File: config.mk
export PLATFORM = sky130hd
export DESIGN_NAME = i2c_target_bit_engine
export DESIGN_NICKNAME = d
export VERILOG_FILES = /design/src/rtl/core/i2ctb_pkg.sv /design/src/rtl/core/i2ctb_ram.sv /design/src/rtl/core/i2ctb_store_port.sv /design/src/rtl/core/i2c_target_bit_engine.sv
export SDC_FILE = /design/constraint.sdc
export NUM_CORES = 1
export LEC_CHECK = 0
export BUFFER_PORTS_ARGS = -buffer_cell sky130_fd_sc_hd__buf_2
export CORE_UTILIZATION = 32
export CTS_CLUSTER_SIZE = 40
export DETAILED_ROUTE_END_ITERATION = 6
export PLACE_DENSITY = 0.42
export REMOVE_ABC_BUFFERS = 1
export SETUP_SLACK_MARGIN = 0.02
export SKIP_LAST_GASP = 1
export SYNTH_ARGS = -nofsm -noshare
export SYNTH_HDL_FRONTEND = slang
export SYNTH_SLANG_ARGS = --single-unit
File: constraint.sdc
create_clock -name aclk -period 14.1 [get_ports aclk]
set_clock_uncertainty 0.15 [all_clocks]
set_input_delay 2.115 -clock aclk [delete_from_list [all_inputs] [get_ports aclk]]
set_output_delay 2.115 -clock aclk [all_outputs]
set_load 0.02 [all_outputs]
File: src/rtl/core/i2ctb_pkg.sv
// shared types and constants of the i2c target bit engine
package i2ctb_pkg;

    localparam int DEF_BUF_DEPTH = 32;
    localparam int ADDR_W        = 7;
    localparam int STAT_W        = 6;
    localparam int BIT_CNT_W     = 4;
    localparam int BYTE_W        = 8;

    localparam logic [BYTE_W-1:0]    BYTE_ALL_ONES = 8'hFF;
    localparam logic [BIT_CNT_W-1:0] BITS_PER_BYTE = 4'd8;
    localparam logic [2:0]           MSB_INDEX     = 3'd7;

    typedef enum logic [2:0] {
        PH_IDLE   = 3'd0,
        PH_ADDR   = 3'd1,
        PH_RXDATA = 3'd2,
        PH_ACKOUT = 3'd3,
        PH_TXDATA = 3'd4,
        PH_TXACK  = 3'd5
    } phase_t;

    typedef enum logic [1:0] {
        OP_PIN_SAMPLE = 2'd0,
        OP_TX_PUSH    = 2'd1,
        OP_RX_POP     = 2'd2
    } op_t;

endpackage

File: src/rtl/core/i2ctb_ram.sv
// generic single-clock ram, one write port and one registered read port
module i2ctb_ram #(
    parameter int WIDTH = 8,
    parameter int DEPTH = 32,
    parameter int AW    = (DEPTH > 1) ? $clog2(DEPTH) : 1
) (
    input  logic             aclk,
    input  logic             wr_en,
    input  logic [AW-1:0]    wr_addr,
    input  logic [WIDTH-1:0] wr_data,
    input  logic [AW-1:0]    rd_addr,
    output logic [WIDTH-1:0] rd_data
);

    logic [WIDTH-1:0] mem [DEPTH];
    logic [WIDTH-1:0] rd_data_reg;

    always_ff @(posedge aclk) begin
        if (wr_en) begin
            mem[wr_addr] <= wr_data;
        end
        rd_data_reg <= mem[rd_addr];
    end

    assign rd_data = rd_data_reg;

endmodule

File: src/rtl/core/i2ctb_store_port.sv
// byte store with continuous read of the next take pointer and write forwarding
module i2ctb_store_port #(
    parameter int DEPTH = i2ctb_pkg::DEF_BUF_DEPTH,
    parameter int AW    = (DEPTH > 1) ? $clog2(DEPTH) : 1
) (
    input  logic                          aclk,
    input  logic                          aresetn,
    input  logic                          wr_en,
    input  logic [AW-1:0]                 wr_addr,
    input  logic [i2ctb_pkg::BYTE_W-1:0]  wr_data,
    input  logic [AW-1:0]                 rd_addr,
    output logic [i2ctb_pkg::BYTE_W-1:0]  rd_data
);

    logic [i2ctb_pkg::BYTE_W-1:0] ram_rd_data;
    logic                         fwd_reg;
    logic                         fwd_next;
    logic [i2ctb_pkg::BYTE_W-1:0] fwd_data_reg;

    i2ctb_ram #(
        .WIDTH (i2ctb_pkg::BYTE_W),
        .DEPTH (DEPTH),
        .AW    (AW)
    ) u_ram (
        .aclk    (aclk),
        .wr_en   (wr_en),
        .wr_addr (wr_addr),
        .wr_data (wr_data),
        .rd_addr (rd_addr),
        .rd_data (ram_rd_data)
    );

    // ram reads old data on a same-address write, so take the new byte instead
    assign fwd_next = wr_en && (wr_addr == rd_addr);

    always_ff @(posedge aclk) begin
        if (!aresetn) begin
            fwd_reg <= 1'b0;
        end else begin
            fwd_reg <= fwd_next;
        end
        fwd_data_reg <= wr_data;
    end

    assign rd_data = fwd_reg ? fwd_data_reg : ram_rd_data;

endmodule

File: src/rtl/core/i2c_target_bit_engine.sv
// i2c target bit engine: bus phase logic, queue pointers and result register
// result: each accepted transaction is registered into the result register
// throughput: one item per cycle while m_ready is high; each store reads the entry at the
//   next take pointer every cycle, so the head byte is ready when the following item needs it
// reset: synchronous active-low aresetn clears phase, counters, pointers and the
//   result valid flag, not its payload; store contents are not cleared nor read unwritten
module i2c_target_bit_engine #(
    parameter int BUF_DEPTH = i2ctb_pkg::DEF_BUF_DEPTH
) (
    input  logic                          aclk,
    input  logic                          aresetn,
    input  logic                          cfg_valid,
    output logic                          cfg_ready,
    input  logic [i2ctb_pkg::ADDR_W-1:0]  cfg_own_address,
    input  logic                          s_valid,
    output logic                          s_ready,
    input  logic [1:0]                    s_op,
    input  logic                          s_scl_level,
    input  logic                          s_sda_level,
    input  logic [i2ctb_pkg::BYTE_W-1:0]  s_tx_byte,
    output logic                          m_valid,
    input  logic                          m_ready,
    output logic                          m_sda_pull_low,
    output logic [i2ctb_pkg::BYTE_W-1:0]  m_rx_byte,
    output logic                          m_rx_valid,
    output logic [i2ctb_pkg::STAT_W-1:0]  m_rx_waiting,
    output logic                          m_tx_accepted,
    output logic                          m_receive_done,
    output logic [i2ctb_pkg::STAT_W-1:0]  m_receive_count,
    output logic                          m_bus_busy
);

    localparam int CW = $clog2(BUF_DEPTH + 1);
    localparam int AW = (BUF_DEPTH > 1) ? $clog2(BUF_DEPTH) : 1;
    localparam logic [CW-1:0] DEPTH_C = CW'(BUF_DEPTH);
    localparam logic [CW-1:0] ONE_C   = CW'(1);

    // configuration
    logic [i2ctb_pkg::ADDR_W-1:0] own_address_reg;

    // bus state
    i2ctb_pkg::phase_t                phase_reg, phase_next;
    logic [i2ctb_pkg::BIT_CNT_W-1:0]  bit_cnt_reg, bit_cnt_next;
    logic [i2ctb_pkg::BYTE_W-1:0]     shift_reg, shift_next;
    logic                             master_reads_reg, master_reads_next;
    logic                             last_scl_reg, last_scl_next;
    logic                             last_sda_reg, last_sda_next;
    logic                             drive_low_reg, drive_low_next;

    // queue pointers
    logic [CW-1:0] rx_fill_reg, rx_fill_next;
    logic [CW-1:0] rx_take_reg, rx_take_next;
    logic [CW-1:0] tx_fill_reg, tx_fill_next;
    logic [CW-1:0] tx_take_reg, tx_take_next;

    // store ports
    logic                         rx_wr_en, tx_wr_en;
    logic [AW-1:0]                rx_wr_addr, tx_wr_addr;
    logic [i2ctb_pkg::BYTE_W-1:0] rx_rd_data, tx_rd_data;

    // result register
    logic                         out_valid_reg;
    logic                         out_sda_reg;
    logic [i2ctb_pkg::BYTE_W-1:0] out_rx_byte_reg, rx_byte_next;
    logic                         out_rx_valid_reg, rx_valid_next;
    logic [i2ctb_pkg::STAT_W-1:0] out_waiting_reg, waiting_next;
    logic                         out_tx_acc_reg, tx_acc_next;
    logic                         out_done_reg, done_next;
    logic [i2ctb_pkg::STAT_W-1:0] out_count_reg, count_next;
    logic                         out_busy_reg, busy_next;

    logic accept;

    assign cfg_ready = 1'b1;
    assign s_ready   = !out_valid_reg || m_ready;
    assign accept    = s_valid && s_ready;

    always_comb begin
        logic                        held_high;
        logic [CW-1:0]               tx_fill_w;
        logic [2:0]                  bit_idx;
        logic                        do_drive;

        phase_next        = phase_reg;
        bit_cnt_next      = bit_cnt_reg;
        shift_next        = shift_reg;
        master_reads_next = master_reads_reg;
        last_scl_next     = last_scl_reg;
        last_sda_next     = last_sda_reg;
        drive_low_next    = drive_low_reg;
        rx_fill_next      = rx_fill_reg;
        rx_take_next      = rx_take_reg;
        tx_fill_next      = tx_fill_reg;
        tx_take_next      = tx_take_reg;
        rx_wr_en          = 1'b0;
        tx_wr_en          = 1'b0;
        rx_wr_addr        = rx_fill_reg[AW-1:0];
        tx_fill_w         = tx_fill_reg;
        rx_byte_next      = '0;
        rx_valid_next     = 1'b0;
        tx_acc_next       = 1'b0;
        done_next         = 1'b0;
        count_next        = '0;
        held_high         = last_scl_reg && s_scl_level;
        do_drive          = 1'b0;

        if (accept) begin
            case (s_op)
                i2ctb_pkg::OP_PIN_SAMPLE: begin
                    if (held_high && last_sda_reg && !s_sda_level) begin
                        // start condition, transmit queue survives
                        phase_next     = i2ctb_pkg::PH_ADDR;
                        bit_cnt_next   = '0;
                        shift_next     = '0;
                        drive_low_next = 1'b0;
                        rx_fill_next   = '0;
                        rx_take_next   = '0;
                    end else if (held_high && !last_sda_reg && s_sda_level) begin
                        if (!master_reads_reg && (phase_reg inside
                                {[i2ctb_pkg::PH_RXDATA:i2ctb_pkg::PH_TXACK]})) begin
                            done_next  = 1'b1;
                            count_next = i2ctb_pkg::STAT_W'(rx_fill_reg);
                        end
                        phase_next     = i2ctb_pkg::PH_IDLE;
                        drive_low_next = 1'b0;
                    end else if (!last_scl_reg && s_scl_level) begin
                        case (phase_reg)
                            i2ctb_pkg::PH_ADDR, i2ctb_pkg::PH_RXDATA: begin
                                if (bit_cnt_reg < i2ctb_pkg::BITS_PER_BYTE) begin
                                    shift_next   = {shift_reg[i2ctb_pkg::BYTE_W-2:0],
                                                    s_sda_level};
                                    bit_cnt_next = bit_cnt_reg + 1'b1;
                                end
                            end
                            i2ctb_pkg::PH_TXDATA: begin
                                if (bit_cnt_reg < i2ctb_pkg::BITS_PER_BYTE) begin
                                    bit_cnt_next = bit_cnt_reg + 1'b1;
                                end
                            end
                            i2ctb_pkg::PH_TXACK: begin
                                if (s_sda_level) begin
                                    phase_next = i2ctb_pkg::PH_IDLE;
                                end else begin
                                    phase_next   = i2ctb_pkg::PH_TXDATA;
                                    bit_cnt_next = '0;
                                end
                            end
                            default: begin
                            end
                        endcase
                    end else if (last_scl_reg && !s_scl_level) begin
                        case (phase_reg)
                            i2ctb_pkg::PH_ADDR: begin
                                if (bit_cnt_reg >= i2ctb_pkg::BITS_PER_BYTE) begin
                                    if (shift_reg[i2ctb_pkg::BYTE_W-1:1] == own_address_reg) begin
                                        master_reads_next = shift_reg[0];
                                        phase_next        = i2ctb_pkg::PH_ACKOUT;
                                        drive_low_next    = 1'b1;
                                    end else begin
                                        phase_next     = i2ctb_pkg::PH_IDLE;
                                        drive_low_next = 1'b0;
                                    end
                                end
                            end
                            i2ctb_pkg::PH_RXDATA: begin
                                if (bit_cnt_reg >= i2ctb_pkg::BITS_PER_BYTE) begin
                                    // a full queue drops the byte but still acks it
                                    if (rx_fill_reg < DEPTH_C) begin
                                        rx_wr_en     = 1'b1;
                                        rx_fill_next = rx_fill_reg + ONE_C;
                                    end
                                    phase_next     = i2ctb_pkg::PH_ACKOUT;
                                    drive_low_next = 1'b1;
                                end
                            end
                            i2ctb_pkg::PH_ACKOUT: begin
                                drive_low_next = 1'b0;
                                bit_cnt_next   = '0;
                                if (master_reads_reg) begin
                                    phase_next = i2ctb_pkg::PH_TXDATA;
                                    do_drive   = 1'b1;
                                end else begin
                                    phase_next = i2ctb_pkg::PH_RXDATA;
                                    shift_next = '0;
                                end
                            end
                            i2ctb_pkg::PH_TXDATA: begin
                                if (bit_cnt_reg >= i2ctb_pkg::BITS_PER_BYTE) begin
                                    drive_low_next = 1'b0;
                                    phase_next     = i2ctb_pkg::PH_TXACK;
                                end else begin
                                    do_drive = 1'b1;
                                end
                            end
                            default: begin
                            end
                        endcase
                    end
                    last_scl_next = s_scl_level;
                    last_sda_next = s_sda_level;
                end
                i2ctb_pkg::OP_TX_PUSH: begin
                    if (tx_take_reg >= tx_fill_reg) begin
                        tx_take_next = '0;
                        tx_fill_w    = '0;
                    end
                    tx_fill_next = tx_fill_w;
                    if (tx_fill_w < DEPTH_C) begin
                        tx_wr_en     = 1'b1;
                        tx_fill_next = tx_fill_w + ONE_C;
                        tx_acc_next  = 1'b1;
                    end
                end
                i2ctb_pkg::OP_RX_POP: begin
                    if (rx_take_reg < rx_fill_reg && rx_take_reg < DEPTH_C) begin
                        rx_byte_next  = rx_rd_data;
                        rx_valid_next = 1'b1;
                        rx_take_next  = rx_take_reg + ONE_C;
                    end
                end
                default: begin
                end
            endcase
        end

        // next transmit bit; a byte boundary first loads the queue head or all ones
        if (do_drive) begin
            if (bit_cnt_next == '0) begin
                if (tx_take_reg < tx_fill_reg && tx_take_reg < DEPTH_C) begin
                    shift_next   = tx_rd_data;
                    tx_take_next = tx_take_reg + ONE_C;
                end else begin
                    shift_next = i2ctb_pkg::BYTE_ALL_ONES;
                end
            end
            bit_idx        = i2ctb_pkg::MSB_INDEX - bit_cnt_next[2:0];
            drive_low_next = !shift_next[bit_idx];
        end else begin
            bit_idx = '0;
        end

        tx_wr_addr   = tx_fill_w[AW-1:0];
        waiting_next = (rx_fill_next >= rx_take_next) ?
                       i2ctb_pkg::STAT_W'(rx_fill_next - rx_take_next) : '0;
        busy_next    = (phase_next inside {[i2ctb_pkg::PH_RXDATA:i2ctb_pkg::PH_TXACK]});
    end

    i2ctb_store_port #(
        .DEPTH (BUF_DEPTH),
        .AW    (AW)
    ) u_rx_store (
        .aclk    (aclk),
        .aresetn (aresetn),
        .wr_en   (rx_wr_en),
        .wr_addr (rx_wr_addr),
        .wr_data (shift_reg),
        .rd_addr (rx_take_next[AW-1:0]),
        .rd_data (rx_rd_data)
    );

    i2ctb_store_port #(
        .DEPTH (BUF_DEPTH),
        .AW    (AW)
    ) u_tx_store (
        .aclk    (aclk),
        .aresetn (aresetn),
        .wr_en   (tx_wr_en),
        .wr_addr (tx_wr_addr),
        .wr_data (s_tx_byte),
        .rd_addr (tx_take_next[AW-1:0]),
        .rd_data (tx_rd_data)
    );

    always_ff @(posedge aclk) begin
        if (!aresetn) begin
            own_address_reg  <= '0;
            phase_reg        <= i2ctb_pkg::PH_IDLE;
            bit_cnt_reg      <= '0;
            shift_reg        <= '0;
            master_reads_reg <= 1'b0;
            last_scl_reg     <= 1'b1;
            last_sda_reg     <= 1'b1;
            drive_low_reg    <= 1'b0;
            rx_fill_reg      <= '0;
            rx_take_reg      <= '0;
            tx_fill_reg      <= '0;
            tx_take_reg      <= '0;
            out_valid_reg    <= 1'b0;
        end else begin
            if (cfg_valid && cfg_ready) begin
                own_address_reg <= cfg_own_address;
            end
            phase_reg        <= phase_next;
            bit_cnt_reg      <= bit_cnt_next;
            shift_reg        <= shift_next;
            master_reads_reg <= master_reads_next;
            last_scl_reg     <= last_scl_next;
            last_sda_reg     <= last_sda_next;
            drive_low_reg    <= drive_low_next;
            rx_fill_reg      <= rx_fill_next;
            rx_take_reg      <= rx_take_next;
            tx_fill_reg      <= tx_fill_next;
            tx_take_reg      <= tx_take_next;
            if (accept) begin
                out_valid_reg <= 1'b1;
            end else if (m_ready) begin
                out_valid_reg <= 1'b0;
            end
        end
    end

    always_ff @(posedge aclk) begin
        if (accept) begin
            out_sda_reg      <= drive_low_next;
            out_rx_byte_reg  <= rx_byte_next;
            out_rx_valid_reg <= rx_valid_next;
            out_waiting_reg  <= waiting_next;
            out_tx_acc_reg   <= tx_acc_next;
            out_done_reg     <= done_next;
            out_count_reg    <= count_next;
            out_busy_reg     <= busy_next;
        end
    end

    assign m_valid         = out_valid_reg;
    assign m_sda_pull_low  = out_sda_reg;
    assign m_rx_byte       = out_rx_byte_reg;
    assign m_rx_valid      = out_rx_valid_reg;
    assign m_rx_waiting    = out_waiting_reg;
    assign m_tx_accepted   = out_tx_acc_reg;
    assign m_receive_done  = out_done_reg;
    assign m_receive_count = out_count_reg;
    assign m_bus_busy      = out_busy_reg;

endmodule

==> metrics.md, run 1 <==
| Metric | Value |
|---|---|
| Outcome | `finished with violations` |
| Failing checks | `DRC` |
| Final Cycle Share | `roughly half` |
| DR WL/cell | `about 23 microns` |
| Netlist cell types | `77` |
| CTS tree | `yes` |
| CP Launch Type | `input port` |
| Die Y | `288 microns` |
| CTS Sinks | `just over 600` |
| Final Net Count | `roughly 2200` |
| Top-level I/O count | `52` |
| XOR/XNOR share of the synthesized area | `around 1.1%` |
| DR vias | `roughly 17000` |
| Relative slew slack | `26.0%` |
| Yosys top cell area share | `roughly three fifths` |
| Post-synthesis sequential area ratio | `~68%` |
| Psw | `0.000812 W` |
| Critical Path End Type | `register` |
| Final Hold Viols | `0` |
| Clock Latency Late Sink | `0.62 ns` |
| Routability cong. | `around 0.84` |
| Final setup fails | `0` |
| Post-CTS setup buffer count | `0` |
| Gate power share | `under 10%` |
| Highest-count cells in the layout ignoring fill and taps | `edfxtp_1 (537), nand2_1 (415), nor2_1 (147)` |
| Worst-path fanout max | `50` |
| Syn avg cell area | `about 13 sq um` |
| Post-Synthesis Cells | `approximately 2100` |
| Number of synthesized flops with an enable pin | `between 500 and 600` |
| Die Footprint | `roughly 83000 sq um` |
| Total track usage | `between 15 and 20%` |
| #FFs+latches synth | `approximately 620` |
| Int Power | `between 0.003 and 0.004 W` |
| Leak Pwr | `9.99 nW` |
| Biggest regs | `u_rx_store.u_ram.mem (256), u_tx_store.u_ram.mem (256)` |
| Mapped Area | `between 20000 and 30000 sq um` |
| Switch share | `21.1%` |
| Yosys warnings | `0` |
| Final Max Slew Viols | `0` |
| Final non-filler cell total | `~3200` |
| Met1 usage | `between 20% and 30%` |
| Max cap viols | `0` |
| Share of post-route cells with drive strength above 1 | `~10%` |
| Starting Density | `between 30 and 40%` |
| Async SR Flop Fraction | `0%` |
| Hold crit path type | `register to register` |
| Synth Area in Simple Gates | `between 10 and 15%` |
| CTS Buffer Depth | `3` |
| Area grow syn2layout | `13.3%` |
| Diodes inserted | `0` |
| Worst Path Required | `between 10 and 15 ns` |
| Synth Area in Adders | `~1.3%` |
| Most common cell after layout, fill and taps aside | `edfxtp_1` |
| CTS clk-pin slew, worst paths | `around 0.060 ns` |
| Overflow after GRT | `0` |
| Width of the die | `about 290 microns` |
| Seq pwr share | `~52%` |
| ANT nets after route | `0` |
| IO Port Bufs | `50` |
| Pwr Density | `130 nW/um^2` |
| Worst slew pin tran | `around 1.1 ns` |
| H-tree depth | `3` |
| First-pass GRT wire length | `109000 microns` |
| Yosys top cell by area | `edfxtp_1` |
| Synth Flop Type | `edfxtp_1` |
| Post-CTS Hold Fix Bufs | `0` |
| Fill count | `between 7000 and 8000` |
| Compound-cell area share of the yosys netlist | `under 10%` |
| Gr busiest metal | `met2` |
| TNS Setup | `0 ns` |
| Vias/cell | `5.15` |
| DRC Markers | `4` |
| Mux contribution to synthesized area | `3.30%` |
| Achievable Freq | `between 100 and 150 MHz` |
| Post-detail-place hpwl | `between 40000 and 50000 microns` |
| Crit path DAT | `approximately 7.6 ns` |
| Dpl cells | `3085` |
| Total wire length | `roughly 73000 microns` |
| Met3 Usage GRT | `2.30%` |
| CTS root buf | `clkbuf_16` |
| Met2 Track Usage GR | `29.3%` |
| Drt first pass iters | `7` |
| Antenna violations before repair | `1` |
| Largest net degree at the start of global routing | `85` |
| Unrepaired setup endpoints after global routing | `false` |
| Worst vdd ir | `around 0.000082 V` |
| Rows | `~100` |
| Critical path class | `input port to register` |
| Total CTS buffers | `72` |
| Vias in the first global route | `approximately 17000` |
| DRT iter0 DRCs | `around 1100` |
| Core ar. | `a little over 80000 sq um` |
| Cts repair resizes | `0` |
| Largest family of logic cells by synthesized area | `simple AND/OR/NAND/NOR gates` |
| Clock share of power | `a little under half` |
| Crit path time final | `7.16 ns` |
| Top cells by area, synth | `edfxtp_1 (62%), dfxtp_1 (6.5%), nand2_1 (5.9%)` |
-- final timing paths --
check | cells past startpoint | to | from | slack [ns]
setup / recovery | 12 | u_tx_store.u_ram.rd_data[3] | s_op[1] | 6.94
hold / removal | 2 | last_sda_reg | last_sda_reg | 0.35
setup reg to reg | 14 | u_tx_store.u_ram.rd_data[3] | tx_fill_reg[3] | 8.11
hold reg to reg | 2 | last_sda_reg | last_sda_reg | 0.35
-- worst max-delay path: stages --
cell      delay, ns
buf_2          0.16
nor2_1         0.20
nand3_1        0.47
nor2_1         0.82
a311oi_2       0.26
or4b_1         0.96
nand2_4        0.68
buf_4          0.69
mux2i_1        0.16
a221oi_1       0.58
o22a_1         0.20
o221a_1        0.16
-- cell usage after synthesis, drive strengths merged, types with 35 or more instances --
cell and n:
a21oi 35, a311oi 58, and3 57, buf 45, clkbuf 81, dfxtp 85, edfxtp 537, mux2i 66
nand2 416, nand3 91, nor2 151, o21ai 37
-- final cells by class --
type	count	area [sq um]	share of cell area, %
tap	1060	1330	4.47
clock buffer	86	1850	6.25
clock inverter	44	395	1.33
sequential	622	17800	60.1
inverter	29	111	0.375
timing repair buffer	72	415	1.40
multi-input combinational	1302	7730	26.1
-- per-layer routing --
layer	routed length (microns)	part of all wire, %
met1	33200	45
met4	2210	3.0
met5	0	0
met3	2450	3.3
met2	35400	48
-- cells by family (layout without fill, tap and decap cells) --
kind of cell / Yosys count / after routing
simple gates: 849 / 849
flops: 622 / 622
compound gates: 309 / 309
buf+inv: 155 / 231
mux: 84 / 84
xor+xnor: 32 / 32
fa+ha+maj: 27 / 27
other cells: 1 / 1
-- through the flow --
step	utilization, %	instance area (sq um)	hold WS [ns]	power, W	worst slack (ns)
final	36.7	29700	0.345	0.00386	6.94
after floorplan	-	25600	0.315	0.00206	5.36
after CTS	36.7	29700	0.354	0.00391	6.98
after global routing	36.7	29700	0.398	0.00398	6.51
after global placement	33.9	27400	0.338	0.00209	6.40
after detailed placement	33.9	27400	0.345	0.00209	6.34
-- power groups by stage --
stage / clock network (W) / logic, W / registers, W
finish: 0.00180 / 0.0000560 / 0.00200
global route: 0.00192 / 0.0000615 / 0.00200
CTS: 0.00185 / 0.0000578 / 0.00200
detailed placement: 0 / 0.0000577 / 0.00204
global placement: 0 / 0.0000568 / 0.00204
floorplan: 0 / 0.0000194 / 0.00204
(Power assumes the default switching activity.)
==> inputs of run 2 (changes only) <==
- ABC_AREA: not set -> 1
- PLACE_DENSITY: 0.42 -> 0.44
- clock period: 14.1 -> 5.7 ns (I/O delays scaled with it)
==> metrics.md, run 2 <==
| Metric | Value |
|---|---|
| Vias in the first global route | `slightly below 20000` |
| Final Hold Viols | `0` |
| Final Max Slew Viols | `0` |
| Critical Path End Type | `register` |
| Final Cycle Share | `about nine tenths` |
| Hold slack | `roughly 0.32 ns` |
| Width of the die | `300 microns` |
| Worst slew pin tran | `1.12 ns` |
| DRC Markers | `0` |
| R2r setup slk | `about 0.65 ns` |
| Post-detail-place hpwl | `between 40000 and 50000 microns` |
| Total wire length | `about 80000 microns` |
| DRT iter0 DRCs | `around 1400` |
| Largest net degree at the start of global routing | `131` |
| Post-Synthesis Cells | `2791` |
| CTS tree | `yes` |
| Post-synthesis sequential area ratio | `62.6%` |
| Highest-count cells in the layout ignoring fill and taps | `nand2_1 (560), edfxtp_1 (537), nand3_1 (491)` |
| Post-CTS setup buffer count | `0` |
| Fill count | `around 9000` |
| Antenna violations before repair | `0` |
| Final Net Count | `2859` |
| CP cell instances | `clkinv_1 -> ha_1 -> a21oi_1 -> o21a_1 -> nand3_1 -> inv_1 -> nand4_1 -> or2_2 -> nand2_1 -> buf_4 -> clkinv_1 -> ha_1 -> nand2_1 -> inv_1 -> a221o_1 -> nand2_1 -> nand3b_1 -> a21oi_1 -> nor3b_1` |
| Achievable Freq | `198 MHz` |
| CP Capture Point | `m_rx_waiting[4]` |
| CTS clk-pin slew, worst paths | `approximately 0.060 ns` |
| Critical path class | `register to register` |
| Top-level I/O count | `52` |
| Starting Density | `32.3%` |
| Cell repeated most along the worst path | `nand2_1` |
| Async SR Flop Fraction | `0%` |
| Top cells by area, synth | `edfxtp_1 (57%), nand3_1 (8.6%), nand2_1 (7.4%)` |
| Rows | `109` |
| Vias/cell | `slightly below 5` |
| Crit path DAT | `~5.2 ns` |
| Die Footprint | `between 90000 and 100000 sq um` |
| Relative slew slack | `between 20 and 30%` |
| Worst Path Required | `a little under 6 ns` |
| Synth cell count leaders | `nand2_1 (564), edfxtp_1 (537), nand3_1 (491)` |
| CTS Sinks | `between 600 and 700` |
| Total CTS buffers | `71` |
| ANT nets after route | `0` |
| Worst r2r dst | `m_rx_waiting[4]` |
| Overflow after GRT | `0` |
| Yosys top cell by area | `edfxtp_1` |
| Syn avg cell area | `between 10 and 15 sq um` |
| Clock Latency Late Sink | `a little over 0.6 ns` |
| Final setup fails | `0` |
| Routability cong. | `approximately 0.86` |
| Crit path time final | `a little over 5 ns` |
| Most frequent cell after synthesis | `nand2_1` |
| Worst-path fanout max | `19` |
| Outcome | `finished clean` |
| IO Port Bufs | `50` |
| Synth Flop Type | `edfxtp_1` |
| H-tree depth | `3` |
| Biggest regs | `u_rx_store.u_ram.mem (256), u_tx_store.u_ram.mem (256)` |
| Mapped Area | `approximately 28000 sq um` |
| Reg2Reg Launch Point | `rx_fill_reg[2]` |
| Hold crit path type | `register to register` |
| Core ar. | `88200 sq um` |
| Cts repair resizes | `0` |
| Pwr Density | `313 nW/um^2` |
| Most common cell after layout, fill and taps aside | `nand2_1` |
| #FFs+latches synth | `just over 600` |
| CP Launch Type | `register` |
| TNS Setup | `0 ns` |
| Area grow syn2layout | `12.9%` |
| Largest stage delay, worst path | `0.59 ns` |
| Post-CTS Hold Fix Bufs | `0` |
| Diodes inserted | `0` |
| CTS root buf | `clkbuf_16` |
| Yosys top cell area share | `56.6%` |
| Max cap viols | `0` |
| Netlist cell types | `55` |
| DR vias | `between 15000 and 20000` |
| Core Util, Final | `between 30% and 40%` |
| DR WL/cell | `19.7 microns` |
| Slowest CP cell | `clkinv_1` |
| CTS Buffer Depth | `3` |
| Worst vdd ir | `approximately 0.00024 V` |
| Number of synthesized flops with an enable pin | `around 540` |
| Die Y | `~300 microns` |
| Worst slack, placed | `0.577 ns` |
| Yosys warnings | `0` |
| Leak Pwr | `between 10 and 15 nW` |
| Drt first pass iters | `5` |
| R2R cell count | `19` |
| Total track usage | `17.5%` |
| Critical path origin | `rx_fill_reg[2]` |
| Final WS setup | `roughly 0.65 ns` |
| Unrepaired setup endpoints after global routing | `false` |
| First-pass GRT wire length | `120000 microns` |
| Share of post-route cells with drive strength above 1 | `8.17%` |
## run 2: changes by cell type in the layout (fill, tap and decap cells not counted), moves of 57 or more
| cell | delta |
|---|---|
| nand3_1 | +400 |
| inv_1 | +321 |
| and3_1 | -57 |
| nand3b_1 | +210 |
| nand2_1 | +145 |
| a311oi_1 | -57 |
| mux2i_1 | -58 |
## run 2: stage by stage
| stage | instance area, sq um | total power (W) | cells |
|---|---|---|---|
| after floorplan | 27800 | 0.00531 | 2653 |
| after global placement | 29800 | 0.00549 | 3900 |
| after detailed placement | 29800 | 0.00549 | 3900 |
| after CTS | 32100 | 0.0102 | 4029 |
| after global routing | 32100 | 0.0104 | 4029 |
| final | 32100 | 0.0101 | 4029 |
## run 2: worst min-delay path by stage
stage                             from                 end  slack [ns]  cells past startpoint
global route        cfg_own_address[0]  own_address_reg[0]        0.33                      3
CTS                 cfg_own_address[0]  own_address_reg[0]        0.31                      3
detailed placement      tx_fill_reg[5]      tx_fill_reg[5]        0.31                      2
floorplan               tx_fill_reg[5]      tx_fill_reg[5]        0.30                      2
finish                  tx_fill_reg[5]      tx_fill_reg[5]        0.32                      2
global placement        tx_fill_reg[5]      tx_fill_reg[5]        0.31                      2
## run 2: worst max-delay path: cells and delay by family, from the launching register on
family                     cells  cell delay [ns]
DFF                            1             0.48
buffers and inverters          5             1.32
adders and majority gates      2             0.87
and+or+nand+nor                8             0.97
AOI/OAI and AO/OA              4             0.96
## run 2: kinds of logic (layout without fill, tap and decap cells)
kind of cell    Yosys count  in the layout  synth area share [%]
compound gates          118            118                  2.50
xor+xnor                 16             16                 0.492
fa+ha+maj                27             27                  1.21
buf+inv                 504            577                  7.28
flops                   622            622                  62.6
mux                       8              8                 0.281
other cells               1              1                0.0132
simple gates           1495           1495                  25.6
## run 2: per-layer routing
layer  wire (microns)  vias up  part of all wire [%]  global-route usage (%)
met2            38300      444                    48                    29.6
met5                0        -                     0                       0
met1            35100     9559                    44                    23.0
met4             2670        0                   3.4                    6.64
met3             3250      137                   4.1                    2.18
li1                 -     9504                     -                       -
## run 2: power by group
part | switching (W) | leakage (nW) | internal, W
Clock | 0.00186 | 1.14 | 0.00280
Combinational | 0.000326 | 5.79 | 0.000114
Sequential | 0.0000115 | 5.63 | 0.00494
Total | 0.00220 | 12.6 | 0.00785
## run 2: final cells by class
cell class / instances / area [sq um] / share of cell area [%]
clock inverters: 34 / 399 / 1.24
inverters: 366 / 1380 / 4.29
flip-flops and latches: 622 / 17800 / 55.5
multi-input cells: 1665 / 8620 / 26.8
repair buffers: 82 / 528 / 1.64
well taps: 1165 / 1460 / 4.53
clock buffers: 95 / 1940 / 6.04
